`config.mk`:
```
export PLATFORM = sky130hd
export DESIGN_NAME = avsp_cmd_fifo
export DESIGN_NICKNAME = d
export VERILOG_FILES = /design/src/hdl/voxel_axis_shell_probe_defines.svh /design/src/hdl/avsp_pkg.sv /design/src/hdl/avsp_cmd_fifo.sv
export SDC_FILE = /design/constraint.sdc
export NUM_CORES = 1
export LEC_CHECK = 0
export BUFFER_PORTS_ARGS = -buffer_cell sky130_fd_sc_hd__buf_2
export CORE_ASPECT_RATIO = 1.4
export CORE_UTILIZATION = 45
export CTS_CLUSTER_SIZE = 16
export DETAILED_ROUTE_END_ITERATION = 6
export PLACE_DENSITY = 0.7
export SKIP_LAST_GASP = 1
export SLEW_MARGIN = 0
export SYNTH_ARGS = -nofsm -noshare
export SYNTH_HDL_FRONTEND = slang
export SYNTH_SLANG_ARGS = --single-unit
```
`constraint.sdc`:
```
create_clock -name i_clk -period 5.8 [get_ports i_clk]
set_input_delay 1.16 -clock i_clk [delete_from_list [all_inputs] [get_ports i_clk]]
set_output_delay 1.16 -clock i_clk [all_outputs]
set_load 0.02 [all_outputs]
```
`src/hdl/voxel_axis_shell_probe_defines.svh`:
```
// ----------------------------------------------------------------------------
// Voxel axis shell probe: assertion macros
// Concurrent check macros for the file that carries assertions.
// They expect i_clk and i_rst_n in scope.
// ----------------------------------------------------------------------------
`ifndef VOXEL_AXIS_SHELL_PROBE_DEFINES_SVH
`define VOXEL_AXIS_SHELL_PROBE_DEFINES_SVH

`ifndef NO_ASSERTIONS

// The consequent must hold in the same cycle as the antecedent.
`define AVSP_ASSERT_NOW(lbl, ante, cons) \
    lbl: assert property (@(posedge i_clk) disable iff (!i_rst_n) (ante) |-> (cons)) \
        else $error("avsp: same-cycle check failed");

// The consequent must hold in the cycle after the antecedent.
`define AVSP_ASSERT_NEXT(lbl, ante, cons) \
    lbl: assert property (@(posedge i_clk) disable iff (!i_rst_n) (ante) |=> (cons)) \
        else $error("avsp: next-cycle check failed");

`else

`define AVSP_ASSERT_NOW(lbl, ante, cons)
`define AVSP_ASSERT_NEXT(lbl, ante, cons)

`endif

`endif

```
`src/hdl/avsp_pkg.sv`:
```
// ----------------------------------------------------------------------------
// Voxel axis shell probe package
// Grid geometry, direction codes and the command passed from front to back.
// ----------------------------------------------------------------------------
package avsp_pkg;

    localparam int GRID_X = 32;
    localparam int GRID_Y = 32;
    localparam int GRID_Z = 32;

    // Indices are 5 bits wide, so the addressable grid stops at 32.
    localparam int EDGE_X = (GRID_X < 32) ? GRID_X : 32;
    localparam int EDGE_Y = (GRID_Y < 32) ? GRID_Y : 32;
    localparam int EDGE_Z = (GRID_Z < 32) ? GRID_Z : 32;

    localparam int CW     = 5;
    localparam int XW     = $clog2(EDGE_X);
    localparam int ROWS   = EDGE_Y * EDGE_Z;
    localparam int ROW_AW = $clog2(ROWS);

    localparam logic [CW-1:0] TOP_X = CW'(EDGE_X - 1);
    localparam logic [CW-1:0] TOP_Y = CW'(EDGE_Y - 1);
    localparam logic [CW-1:0] TOP_Z = CW'(EDGE_Z - 1);

    localparam logic [4:0] PROBE_DIST_RESET = 5'd3;

    localparam logic OP_WRITE = 1'b0;
    localparam logic OP_QUERY = 1'b1;

    localparam logic [2:0] DIR_MX = 3'd0;
    localparam logic [2:0] DIR_PX = 3'd1;
    localparam logic [2:0] DIR_PY = 3'd2;
    localparam logic [2:0] DIR_MY = 3'd3;
    localparam logic [2:0] DIR_MZ = 3'd4;
    localparam logic [2:0] DIR_PZ = 3'd5;

    typedef struct packed {
        logic          is_query;
        logic          in_grid;
        logic          occupied;
        logic [CW-1:0] x;
        logic [CW-1:0] y;
        logic [CW-1:0] z;
        logic [CW-1:0] xm;
        logic [CW-1:0] xp;
        logic [CW-1:0] yp;
        logic [CW-1:0] ym;
        logic [CW-1:0] zm;
        logic [CW-1:0] zp;
    } t_cmd;

endpackage

```
`src/hdl/avsp_cmd_fifo.sv`:
```
// ----------------------------------------------------------------------------
// Voxel axis shell probe: command queue
// Two-entry queue that lets the front accept while the back is busy.
// ----------------------------------------------------------------------------
module avsp_cmd_fifo
    import avsp_pkg::*;
(
    input  logic i_clk,
    input  logic i_rst_n,
    input  logic i_push,
    input  t_cmd i_cmd,
    output logic o_full,
    output logic o_valid,
    output t_cmd o_cmd,
    input  logic i_pop
);

    t_cmd       r_slot [2];
    logic       r_wr_ptr;
    logic       r_rd_ptr;
    logic [1:0] r_count;

    logic do_push;
    logic do_pop;

    assign do_push = i_push & ~o_full;
    assign do_pop  = i_pop & o_valid;
    assign o_full  = (r_count == 2'd2);
    assign o_valid = (r_count != 2'd0);
    assign o_cmd   = r_slot[r_rd_ptr];

    always_ff @(posedge i_clk) begin
        if (!i_rst_n) begin
            r_wr_ptr <= 1'b0;
            r_rd_ptr <= 1'b0;
            r_count  <= 2'd0;
        end else begin
            if (do_push) begin
                r_wr_ptr <= ~r_wr_ptr;
            end
            if (do_pop) begin
                r_rd_ptr <= ~r_rd_ptr;
            end
            case ({do_push, do_pop})
                2'b10:   r_count <= r_count + 2'd1;
                2'b01:   r_count <= r_count - 2'd1;
                default: r_count <= r_count;
            endcase
        end
        if (do_push) begin
            r_slot[r_wr_ptr] <= i_cmd;
        end
    end

endmodule

```
==> results_dict.tcl <==
set metrics [dict create \
    finalNetCount 335 \
    ctsResizeCount 0 \
    tightest_slew_ps 1149 \
    grt_usage 0.1391 \
    wl_per_cell_um 14.63 \
    power.leakage_uw 0.001678 \
    ys_seq_elements 101 \
    regToRegSetupSlack_ps 3660 \
    clk_latency_ps 350 \
    globalplace.congestion 0.7449 \
    tns_ps 0 \
    r2r-start "r_count[0]$_SDFFE_PN0P_" \
    period_minus_slack_ps 3205 \
    cp_cell_sequence "mux2_2 -> buf_2" \
    ys_seq_area_frac 0.8090 \
    vias 1842 \
    viasPerCell 4.760 \
    period_share 0.5525 \
    rows 38 \
    drc 0 \
    htreeDepth 3 \
    grt_pass1_wl_mm 8.590 \
    finClkSkew_ps 8.298 \
    run_status "completed" \
    clock.fmax_mhz 312.0 \
    worst-path-buf-inv 1 \
    cap_violations 0 \
    path_max_fanout 48 \
    core_um2 7845 \
    routed_wl_mm 5.661 \
    path_delay_family "flip-flops" \
    layout_common_cells "101 x buf_2, 96 x edfxtp_1, 48 x mux2_2, 9 x clkbuf_8, 5 x clkinv_2" \
    cts_buffer_depth 2 \
    regToRegEndpoint "r_slot[0][24]$_DFFE_PP_" \
    gr-total-overflow 0 \
    drt_first_pass_iters 2 \
    clk_pin_slew_worst_paths_ps 90 \
    crit_type "flop to output pin" \
    crit_end "o_cmd[47]" \
    hold_violations 0 \
    grt_pass1_vias 1830 \
    ant_nets 0 \
    grt_start_max_net_pins 49 \
    ys_warn_count 0 \
    start_util 0.4700 \
    die_x_um 78.51 \
    peakVddDrop_uv 325.8 \
    dpl.hpwl_mm 3.538 \
    die_h_um 109.1 \
    final_common_cell "buf_2" \
    cts_tree "yes" \
    crit_arrival_ps 2040 \
    area_growth_pct 21.45 \
    syn_area_per_cell_um2 21.07 \
    required_ps 4640 \
    netlist_instances 175 \
    setup_viol 0 \
    syn-num-nets 228 \
    post_cts_buffers 0 \
    antenna_found_initial 0 \
    worstSetupStartpointType "flop" \
    dieArea_um2 8565 \
    endpoint_kind "output pin" \
    cpMaxStageDelayCell "dfxtp_2" \
    numCtsBuffers 9 \
    slew_headroom 0.2339 \
    root_buffer "clkbuf_8" \
    n_antenna_cell 0 \
    drive_gt1_frac 0.5923 \
    clock_sinks 101 \
    yosysUniqueCellTypes 18 \
    crit_cells 2 \
    min_from "r_wr_ptr$_SDFFE_PN0P_" \
    ios 102 \
    netlist_area_um2 3687 \
    rsz0062_at_grt "false" \
    max_stage_delay_ps 1090 \
    drtIter0Drc 93 \
    final_max_slew_viol_count 0 \
    place_area_um2 4295 \
    hp-class "flop to flop" \
    timing.reg2reg.worst_path_depth 4 \
    power.density_nw_per_um2 439.9 \
    hold_buffers 0 \
    fin_area_um2 4478 \
    portBuffers 101 \
]
-- area by class of cell --
| type | count | area (µm²) |
|---|---|---|
| timing repair buffer | 101 | 505.5 |
| clock inverter | 6 | 55.05 |
| fill | 647 | 3367 |
| sequential | 101 | 2984 |
| inverter | 3 | 11.26 |
| multi-input combinational | 66 | 669.4 |
| tap | 100 | 125.1 |
| clock buffer | 10 | 127.6 |
-- synth_stat cells --
| cell | count | area [µm²] |
|---|---|---|
| mux2_2 | 48 | 540.5 |
| and2_1 | 1 | 6.260 |
| a21boi_1 | 2 | 15.01 |
| nand2_1 | 1 | 3.750 |
| or2_2 | 1 | 6.260 |
| inv_1 | 2 | 7.510 |
| edfxtp_1 | 96 | 2883 |
| o21a_1 | 1 | 7.510 |
| inv_2 | 1 | 3.750 |
| ha_1 | 1 | 12.51 |
| buf_2 | 5 | 25.02 |
| xnor2_1 | 3 | 26.28 |
| and3_1 | 1 | 6.260 |
| dfxtp_1 | 5 | 100.1 |
| o21ai_0 | 2 | 10.01 |
| or3_1 | 2 | 12.51 |
| nor2b_1 | 2 | 12.51 |
| nand2b_2 | 1 | 8.760 |
-- tightest hold or removal path, cell delays in order, from the launching register on --
cell and delay [ps]:
dfxtp_1 330, o21ai_0 90, a21boi_1 70
-- per-stage QoR --
stage                     total power [µW]  worst slack (ps)  hold slack [ps]  cells  utilization
final                                 1970              2595            532.2    387       0.5708
after global placement                1583              2890            463.9    371       0.5475
after detailed placement              1589              2884            510.6    371       0.5475
after floorplan                       1405              2901            457.0    175            -
after global routing                  2070              2427            544.8    387       0.5708
after CTS                             2004              2485            526.4    387       0.5708
-- state kept, by name, summed over array words and instances, names as in the netlist, named ones only --
signal,flops
r_count,2
r_rd_ptr,1
r_slot,96
r_wr_ptr,1
-- worst min path at each step --
stage	end	slack, ps	depth (start not counted)
after global routing	r_wr_ptr$_SDFFE_PN0P_	540	2
after detailed placement	r_wr_ptr$_SDFFE_PN0P_	510	2
after floorplan	r_wr_ptr$_SDFFE_PN0P_	460	2
final	r_wr_ptr$_SDFFE_PN0P_	530	2
after CTS	r_wr_ptr$_SDFFE_PN0P_	530	2
after global placement	r_wr_ptr$_SDFFE_PN0P_	460	2
-- power by group --
group | switching, µW | total, µW | internal [µW]
combinational | 313 | 561 | 248
sequential | 75.2 | 998 | 923
clock | 215 | 411 | 196
-- routing by layer --
metal  up-vias  GRT usage  routed length, µm
li1        898          -                  -
met1       875     0.1581               2271
met2        58     0.2261               2913
met3        11    0.04017                325
met4         0    0.09524                150
met5         -          0                  0
-- cells by family after synthesis --
kind of cell             share of synthesized area
flip-flops                                  0.8090
multiplexers                                0.1466
AND/OR/NAND/NOR                            0.01527
buffers and inverters                     0.009839
AO/OA/AOI/OAI                             0.008822
XOR/XNOR                                  0.007127
adder cells (fa/ha/maj)                   0.003393
No activity file was read; power rests on OpenSTA's default activity.
