## src/hdl/voxel_axis_shell_probe_defines.svh

```systemverilog
// ----------------------------------------------------------------------------
// Voxel axis shell probe: assertion macros
// Concurrent check macros for the file that carries assertions.
// They expect i_clk and i_rst_n in scope.
// ----------------------------------------------------------------------------
`ifndef VOXEL_AXIS_SHELL_PROBE_DEFINES_SVH
`define VOXEL_AXIS_SHELL_PROBE_DEFINES_SVH

`ifndef NO_ASSERTIONS

// The consequent must hold in the same cycle as the antecedent.
`define AVSP_ASSERT_NOW(lbl, ante, cons) \
    lbl: assert property (@(posedge i_clk) disable iff (!i_rst_n) (ante) |-> (cons)) \
        else $error("avsp: same-cycle check failed");

// The consequent must hold in the cycle after the antecedent.
`define AVSP_ASSERT_NEXT(lbl, ante, cons) \
    lbl: assert property (@(posedge i_clk) disable iff (!i_rst_n) (ante) |=> (cons)) \
        else $error("avsp: next-cycle check failed");

`else

`define AVSP_ASSERT_NOW(lbl, ante, cons)
`define AVSP_ASSERT_NEXT(lbl, ante, cons)

`endif

`endif

```

## src/hdl/avsp_pkg.sv

```systemverilog
// ----------------------------------------------------------------------------
// Voxel axis shell probe package
// Grid geometry, direction codes and the command passed from front to back.
// ----------------------------------------------------------------------------
package avsp_pkg;

    localparam int GRID_X = 32;
    localparam int GRID_Y = 32;
    localparam int GRID_Z = 32;

    // Indices are 5 bits wide, so the addressable grid stops at 32.
    localparam int EDGE_X = (GRID_X < 32) ? GRID_X : 32;
    localparam int EDGE_Y = (GRID_Y < 32) ? GRID_Y : 32;
    localparam int EDGE_Z = (GRID_Z < 32) ? GRID_Z : 32;

    localparam int CW     = 5;
    localparam int XW     = $clog2(EDGE_X);
    localparam int ROWS   = EDGE_Y * EDGE_Z;
    localparam int ROW_AW = $clog2(ROWS);

    localparam logic [CW-1:0] TOP_X = CW'(EDGE_X - 1);
    localparam logic [CW-1:0] TOP_Y = CW'(EDGE_Y - 1);
    localparam logic [CW-1:0] TOP_Z = CW'(EDGE_Z - 1);

    localparam logic [4:0] PROBE_DIST_RESET = 5'd3;

    localparam logic OP_WRITE = 1'b0;
    localparam logic OP_QUERY = 1'b1;

    localparam logic [2:0] DIR_MX = 3'd0;
    localparam logic [2:0] DIR_PX = 3'd1;
    localparam logic [2:0] DIR_PY = 3'd2;
    localparam logic [2:0] DIR_MY = 3'd3;
    localparam logic [2:0] DIR_MZ = 3'd4;
    localparam logic [2:0] DIR_PZ = 3'd5;

    typedef struct packed {
        logic          is_query;
        logic          in_grid;
        logic          occupied;
        logic [CW-1:0] x;
        logic [CW-1:0] y;
        logic [CW-1:0] z;
        logic [CW-1:0] xm;
        logic [CW-1:0] xp;
        logic [CW-1:0] yp;
        logic [CW-1:0] ym;
        logic [CW-1:0] zm;
        logic [CW-1:0] zp;
    } t_cmd;

endpackage

```

## src/hdl/avsp_front.sv

```systemverilog
// ----------------------------------------------------------------------------
// Voxel axis shell probe: front end
// Accepts items, holds the probe distance and turns each item into a
// command with its grid check and clamped probe coordinates.
// ----------------------------------------------------------------------------
module avsp_front
    import avsp_pkg::*;
(
    input  logic          i_clk,
    input  logic          i_rst_n,
    input  logic          i_cfg_wr_en,
    input  logic [4:0]    i_cfg_wr_data,
    input  logic          push,
    output logic          full,
    input  logic          i_op,
    input  logic [CW-1:0] i_vx,
    input  logic [CW-1:0] i_vy,
    input  logic [CW-1:0] i_vz,
    input  logic          i_occupied,
    input  logic          i_fifo_full,
    input  logic          i_clearing,
    output logic          o_cmd_push,
    output t_cmd          o_cmd
);

    logic [4:0] r_probe_dist;

    function automatic logic [CW-1:0] step_down(logic [CW-1:0] c, logic [4:0] r);
        logic [CW-1:0] res;
        res = (c >= CW'(r)) ? c - CW'(r) : '0;
        return res;
    endfunction

    function automatic logic [CW-1:0] step_up(logic [CW-1:0] c, logic [4:0] r,
                                              logic [CW-1:0] top);
        logic [CW:0] sum;
        sum = {1'b0, c} + {1'b0, r};
        return (sum > {1'b0, top}) ? top : sum[CW-1:0];
    endfunction

    always_ff @(posedge i_clk) begin
        if (!i_rst_n) begin
            r_probe_dist <= PROBE_DIST_RESET;
        end else if (i_cfg_wr_en) begin
            r_probe_dist <= i_cfg_wr_data;
        end
    end

    assign full       = i_fifo_full | i_clearing;
    assign o_cmd_push = push & ~full;

    always_comb begin
        o_cmd.is_query = (i_op == OP_QUERY);
        o_cmd.in_grid  = ({1'b0, i_vx} < (CW+1)'(EDGE_X)) &&
                         ({1'b0, i_vy} < (CW+1)'(EDGE_Y)) &&
                         ({1'b0, i_vz} < (CW+1)'(EDGE_Z));
        o_cmd.occupied = i_occupied;
        o_cmd.x        = i_vx;
        o_cmd.y        = i_vy;
        o_cmd.z        = i_vz;
        o_cmd.xm       = step_down(i_vx, r_probe_dist);
        o_cmd.xp       = step_up(i_vx, r_probe_dist, TOP_X);
        o_cmd.yp       = step_up(i_vy, r_probe_dist, TOP_Y);
        o_cmd.ym       = step_down(i_vy, r_probe_dist);
        o_cmd.zm       = step_down(i_vz, r_probe_dist);
        o_cmd.zp       = step_up(i_vz, r_probe_dist, TOP_Z);
    end

endmodule

```

## config.mk

```make
export PLATFORM = sky130hd
export DESIGN_NAME = avsp_front
export DESIGN_NICKNAME = d
export VERILOG_FILES = /design/src/hdl/voxel_axis_shell_probe_defines.svh /design/src/hdl/avsp_pkg.sv /design/src/hdl/avsp_front.sv
export SDC_FILE = /design/constraint.sdc
export NUM_CORES = 1
export LEC_CHECK = 0
export BUFFER_PORTS_ARGS = -buffer_cell sky130_fd_sc_hd__buf_2
export CAP_MARGIN = 0
export CORE_MARGIN = 2
export CORE_UTILIZATION = 49
export CTS_CLUSTER_DIAMETER = 200
export DETAILED_ROUTE_END_ITERATION = 7
export GPL_TIMING_DRIVEN = 0
export PLACE_DENSITY = 0.86
export SLEW_MARGIN = 20
export SYNTH_ARGS = -nofsm -noshare
export SYNTH_HDL_FRONTEND = slang
export SYNTH_SLANG_ARGS = --single-unit
```

## constraint.sdc

```tcl
create_clock -name i_clk -period 2.9 [get_ports i_clk]
set_clock_uncertainty 0.2 [all_clocks]
set_input_delay 0.435 -clock i_clk [delete_from_list [all_inputs] [get_ports i_clk]]
set_output_delay 0.435 -clock i_clk [all_outputs]
set_load 0.005 [all_outputs]
```

==> qor.csv, run 1 <==
stage,metric,value,unit
worst_setup_path,Worst Path Arrival,2.19,ns
timing,Final Hold Viols,0,
power,sw frac,42.7,%
timing,Final min period,2.83,ns
cts,TritonCTS Buffers,3,
drt,drt via density,5.17,
drt,Vias,1882,
power,Leak,1.20,nW
cts,Clock transition at path regs,0.05,ns
worst_setup_path,CP Launch Type,flop,
power,Int Pwr,0.363,mW
timing,pins over their slew limit,0,
final_layout,max FFs per register,5,
placement,# port buffers,73,
power,maximum VDD drop,0.000265,V
timing,Max Fclk,354,MHz
run_status,run status,"finished, final reports clean",
worst_setup_path,Crit path largest cell delay,0.39,ns
global_route,gr busiest metal,met2,
final_layout,n_diodes,0,
synth,synth unique cells,46,
power,reported net switching power,0.270,mW
final_layout,largest registers,r_probe_dist: 5 flops,
cts,Max H-tree Level,1,
power,Pwr Density,278,nW/um^2
placement,Placer Congestion,0.828,
floorplan,Die ar.,4100,um^2
worst_setup_path,critical path's slowest cell,dfxtp_4,
global_route,met3 Use GR,2.29,%
power,sequential share of power,13.1,%
drt,Iter 0 DRT Violations,89,
synth,synth top area cells,"ha_1 (21%), buf_4 (7.6%), fa_1 (6.8%)",
final_layout,Fillers,316,
worst_setup_path,"critical path, cell by cell",clkinvlp_4 > buf_4 > ha_1 > or3b_4 > nand3_2 > or3_1 > a211o_1 > buf_2,
global_route,largest net degree at the start of global routing,11,
final_layout,fin util,67.1,%
drt,DR pass1 iterations,4,
floorplan,Die Wd,64.1,um
floorplan,die height,64.1,um
cts,Worst-Skew Late Latency,0.23,ns
floorplan,num ports,78,
cts,Clock Tree Buf Depth,2,
worst_setup_path,cell family with most CP delay,simple AND/OR/NAND/NOR gates,
final_layout,most frequent cells in the layout,"buf_2 (75), ha_1 (30), buf_4 (23), nor2_1 (22), inv_1 (17)",
cts,cts hold-fix bufs,0,
floorplan,core area,3390,um^2
global_route,M1 GR Usage,27.8,%
global_route,total track usage,21.6,%
synth,Syn Inst Count,237,
synth,mapped cell area,1770,um^2
synth,"area leader, netlist",ha_1,
final_layout,"most common cell after layout, fill and taps aside",buf_2,
worst_setup_path,CP endpoint kind,output pin,
timing,setup violators final,0,
final_layout,Top reg by flops,r_probe_dist,
synth,number of synthesized register bits,5,
global_route,initial antenna violation count,0,
worst_setup_path,crit path max fanout,5,
worst_setup_path,CP bufs+invs,3,
global_route,Congestion Overflow GR,0,
synth,post-synthesis async set-or-reset flop share,0,%
drt,final WL,4.30,mm
drt,Final ANT Viol Nets,0,
synth,number of synthesized flops with an enable pin,0,
power,Combinational Power Share,74.4,%
global_route,first-pass GRT wire length,7.36,mm
timing,setup_tns,0,ns
cts,TritonCTS clock tree,built,
drt,drt drc,0,
final_layout,final net count,383,
placement,hpwl dp,3.48,mm
drt,drt wl/cell,11.8,um
global_route,GR Util met2,37.1,%
floorplan,FP Rows,21,
worst_setup_path,CP Class,reg -> out,
synth,top-area cell type share of the netlist area,21.2,%
synth,Syn Nets,301,
synth,Synth warnings,0,
cts,clk sinks,5,
run,max cap viols,0,
final_layout,Synth-to-Final Area Change,28.7,%
synth,Post-Syn Area per Cell,7.46,um^2
global_route,vias in the first global route,1703,
final_layout,share of layout cells above drive strength 1,35.8,%
timing,ratio of final minimum period to clock period,97.5,%
synth,sequential share of the synthesized area,5.66,%
hold_path,Hold Crit Class,in -> reg,
power,clock power share,12.5,%
worst_setup_path,"Req. time, crit path",2.27,ns
synth,prevailing post-synth register cell,dfxtp_1,
cts,Clock Tree Root,clkbuf_4,
floorplan,Starting Density,52.2,%
[synth_stat cells, types with 4 or more instances]
library cell,number
a21oi_1,15
a21o_1,4
mux2i_1,6
inv_1,18
dfxtp_1,5
o21ai_0,11
nand2_1,10
fa_1,6
nor2_1,22
clkbuf_1,8
ha_1,30
nand2b_1,4
buf_4,18
nor3_1,7
a31oi_1,4
nor3b_1,11
nand3b_1,4
o21bai_1,5
xnor2_1,6
nor2b_1,11
[per-layer routing]
layer / vias up / routed length [um]
li1: 962 / -
met1: 854 / 1910
met2: 59 / 2090
met3: 7 / 237
met4: 0 / 65
met5: - / 0
[metrics by stage]
stage | cells | total power [mW] | hold WS, ns | worst slack [ns] | cell area, um^2
global route | 364 | 0.705 | 0.209 | -0.0231 | 2280
detailed placement | 356 | 0.544 | 0.386 | 0.158 | 2190
global placement | 356 | 0.531 | 0.371 | 0.174 | 2190
CTS | 362 | 0.630 | 0.207 | 0.00188 | 2240
finish | 364 | 0.633 | 0.212 | 0.0719 | 2280
floorplan | 237 | 0.383 | 0.297 | 0.486 | 1770
[power groups by stage]
stage                     clock [mW]  sequential (mW)  combinational [mW]
after global routing          0.0859           0.0833               0.536
after floorplan                    0           0.0794               0.303
after global placement             0           0.0826               0.448
final                         0.0790           0.0829               0.472
after detailed placement           0           0.0829               0.461
after CTS                     0.0808           0.0826               0.467
[worst reg2reg max path, cell delays in order, from the launching register on]
cell	delay, ns
dfxtp_4	0.39
clkinvlp_4	0.11
buf_4	0.15
buf_4	0.12
o211ai_1	0.14
[final cells by class]
cell class / count / area, um^2 / share of cell area, %
inverter: 18 / 71.3 / 3.13
timing repair buffer: 79 / 414 / 18.2
sequential: 5 / 108 / 4.73
buffer: 28 / 183 / 8.03
multi-input combinational: 184 / 1420 / 62.2
clock buffer: 4 / 26.3 / 1.15
tap: 46 / 57.6 / 2.53
[final timing paths]
path,depth (start not counted),slack (ns),end,start
min,2,0.21,r_probe_dist[0],i_rst_n
max,8,0.07,o_cmd[24],r_probe_dist[1]
min reg2reg,2,0.36,r_probe_dist[3],r_probe_dist[3]
max reg2reg,4,1.70,r_probe_dist[1],r_probe_dist[1]
[cells by family after synthesis]
| logic type | synth area share [%] |
|---|---|
| XOR/XNOR | 3.47 |
| other | 0.212 |
| AO/OA/AOI/OAI | 18.1 |
| adder cells (fa/ha/maj) | 28.0 |
| AND/OR/NAND/NOR | 26.5 |
| flip-flops | 5.66 |
| multiplexers | 3.40 |
| buffers and inverters | 14.6 |
[repair_timing]
item	in CTS	in global routing
cloned	0	0
endpoints found under the setup margin	2	16
gates resized for setup	4	5
buffers inserted	2	4
(Power assumes the default switching activity.)
==> run 2, diff against run 1 <==
CORE_UTILIZATION = 53   (was 49)
PLACE_DENSITY = 0.92   (was 0.86)
REMOVE_ABC_BUFFERS = 1   (was default)
clock period = 3.4 ns   (was 2.9 ns; I/O delays follow)
==> run 2 against run 1 <==
Non-clock buffer count decreased by 35; cell area decreased by 11%; hold slack improved by 0.054 ns; via count decreased by 6.5%; clock power decreased by 8.6%; critical path type unchanged; critical endpoint is now o_cmd[0]; highest routed layer unchanged.
==> qor.csv, run 2 (synthesized netlist as in run 1, its figures left out) <==
stage,metric,value,unit,change
cts,Clock transition at path regs,0.04,ns,about the same
final_layout,Synth-to-Final Area Change,14.2,%,
hold_path,HP Start,i_rst_n,,
drt,DR pass1 iterations,4,,unchanged
floorplan,Die ar.,3810,um^2,-7.1%
worst_setup_path,CP Class,reg -> out,,
final_layout,fin util,65.1,%,-2.1 points
final_layout,final net count,348,,-9.1%
power,Tot Pwr,0.515,mW,-19%
worst_setup_path,"critical path, cell by cell",inv_1 > ha_1 > nand2b_1 > a21oi_1 > nor2_1 > a221oi_1 > buf_2,,
placement,hpwl dp,3.29,mm,-5.5%
drt,drt wl/cell,12.4,um,+5.1%
floorplan,num ports,78,,unchanged
global_route,total track usage,22.4,%,+0.84 points
drt,drt drc,0,,unchanged
placement,Placer Congestion,0.875,,+5.7%
worst_setup_path,crit path from,r_probe_dist[1],,
drt,drt via density,5.38,,+4.1%
final_layout,max FFs per register,5,,unchanged
floorplan,FP Rows,20,,-4.8%
timing,RSZ-0062 raised after global routing,no,,
drt,top sig layer,met4,,
timing,Slew @ Worst Pin,0.514,ns,
placement,placed cells,323,,-9.3%
cts,Clock Tree Buf Depth,2,,unchanged
timing,setup violators final,0,,unchanged
power,maximum VDD drop,0.000293,V,+11%
floorplan,Starting Density,57.0,%,+4.8 points
cts,Worst-Skew Late Latency,0.25,ns,+0.02 ns
global_route,largest net degree at the start of global routing,13,,+2
worst_setup_path,CP Launch Type,flop,,
worst_setup_path,"Req. time, crit path",2.69,ns,+0.42 ns
final_layout,"most common cell after layout, fill and taps aside",buf_2,,
global_route,initial antenna violation count,0,,unchanged
final_layout,largest registers,r_probe_dist: 5 flops,,
final_layout,most frequent cells in the layout,"buf_2 (72), ha_1 (30), nor2_1 (22), inv_1 (18), a21oi_1 (15)",,
drt,Vias,1760,,-6.5%
timing,setup_tns,0,ns,unchanged
timing,Final Hold Viols,0,,unchanged
timing,worst relative slew slack,65.7,%,
worst_setup_path,crit path max fanout,9,,+4
worst_setup_path,RR Startpoint,r_probe_dist[1],,
worst_setup_path,Worst Path Arrival,2.40,ns,+0.21 ns
drt,Iter 0 DRT Violations,72,,-19%
worst_setup_path,Crit path largest cell delay,0.44,ns,+0.05 ns
global_route,first-pass GRT wire length,6.50,mm,-12%
timing,pins over their slew limit,0,,unchanged
cts,post-CTS setup buffers,0,,-2
power,Pwr Density,255,nW/um^2,-8.5%
cts,Clock Tree Root,clkbuf_4,,
run,max cap viols,0,,unchanged
hold_path,Hold Crit Class,in -> reg,,
timing,ratio of final minimum period to clock period,91.4,%,
global_route,vias in the first global route,1534,,-9.9%
final_layout,Top reg by flops,r_probe_dist,,
final_layout,share of layout cells above drive strength 1,27.9,%,-7.9 points
timing,hold slack,0.266,ns,+0.0543 ns
final_layout,n_diodes,0,,unchanged
worst_setup_path,CP endpoint kind,output pin,,
cts,TritonCTS clock tree,built,,
timing,Final min period,3.11,ns,
drt,Final ANT Viol Nets,0,,unchanged
floorplan,die height,61.8,um,-3.6%
drt,Met2 Routed Length,1.85,mm,-11%
drt,met1 wire length,1.85,mm,-2.9%
floorplan,core area,3100,um^2,-8.5%
timing,Max Fclk,322,MHz,
power,Leak,1.07,nW,-11%
cts,cts hold-fix bufs,0,,unchanged
cts,post_cts resized,0,,-4
placement,# port buffers,72,,-1.4%
floorplan,Die Wd,61.8,um,-3.6%
global_route,Congestion Overflow GR,0,,unchanged
cts,TritonCTS Buffers,3,,unchanged
drt,routed wl met3,310,um,+31%
drt,final WL,4.06,mm,-5.6%
run_status,run status,"finished, final reports clean",,
final_layout,Post-Layout Cell Count,327,,-10%
worst_setup_path,critical path's slowest cell,dfxtp_1,,
cts,clk sinks,5,,unchanged
cts,Max H-tree Level,1,,unchanged
==> run 2: changes by cell type in the layout (fill, tap and decap cells not counted), moves of 2 or more <==
| cell | previous run | this run |
|---|---|---|
| buf_4 | 23 | 0 |
| buf_6 | 2 | 0 |
| dfxtp_1 | 1 | 5 |
| clkbuf_1 | 7 | 1 |
| buf_2 | 75 | 72 |
| dfxtp_2 | 3 | 0 |
==> run 2: final timing paths <==
check | cells after the start | end | slack [ns]
worst max register to register | 2 | r_probe_dist[1] | 2.15
worst max-delay path | 7 | o_cmd[0] | 0.29
worst min-delay path | 2 | r_probe_dist[0] | 0.27
worst min register to register | 2 | r_probe_dist[4] | 0.39
==> run 2: critical path: cells and delay by family, from the launching register on <==
family                   cells  cell delay [ns]
flip-flops                   1             0.44
buffers and inverters        2             0.45
AND/OR/NAND/NOR              2             0.30
AO/OA/AOI/OAI                2             0.54
adder cells (fa/ha/maj)      1             0.42
==> run 2: metrics by stage <==
stage / worst slack (ns) / area [um^2]
final: 0.294 / 2020
after global routing: 0.0820 / 2020
after CTS: 0.301 / 2020
after detailed placement: 0.573 / 1990
after global placement: 0.616 / 1990
after floorplan: 0.893 / 1580
==> run 2: per-layer routing <==
layer  global-route usage, %  vias up
li1                        -      889
met1                    28.8      790
met2                    38.3       73
met3                    4.35        8
met4                    6.08        0
met5                       0        -
==> run 2: power breakdown <==
part / internal (mW) / switching [mW] / leakage [nW] / total (mW)
Sequential: 0.0625 / 0.00686 / 0.0414 / 0.0694
Combinational: 0.180 / 0.192 / 1.01 / 0.373
Clock: 0.0446 / 0.0277 / 0.0150 / 0.0722
Total: 0.288 / 0.227 / 1.07 / 0.515
==> run 2: layout make-up <==
cell class | instances | area (um^2)
clock buffers | 4 | 26.3
multi-input cells | 184 | 1410
inverters | 18 | 67.6
repair buffers | 72 | 360
fillers | 283 | 1080
well taps | 44 | 55.1
flip-flops and latches | 5 | 100
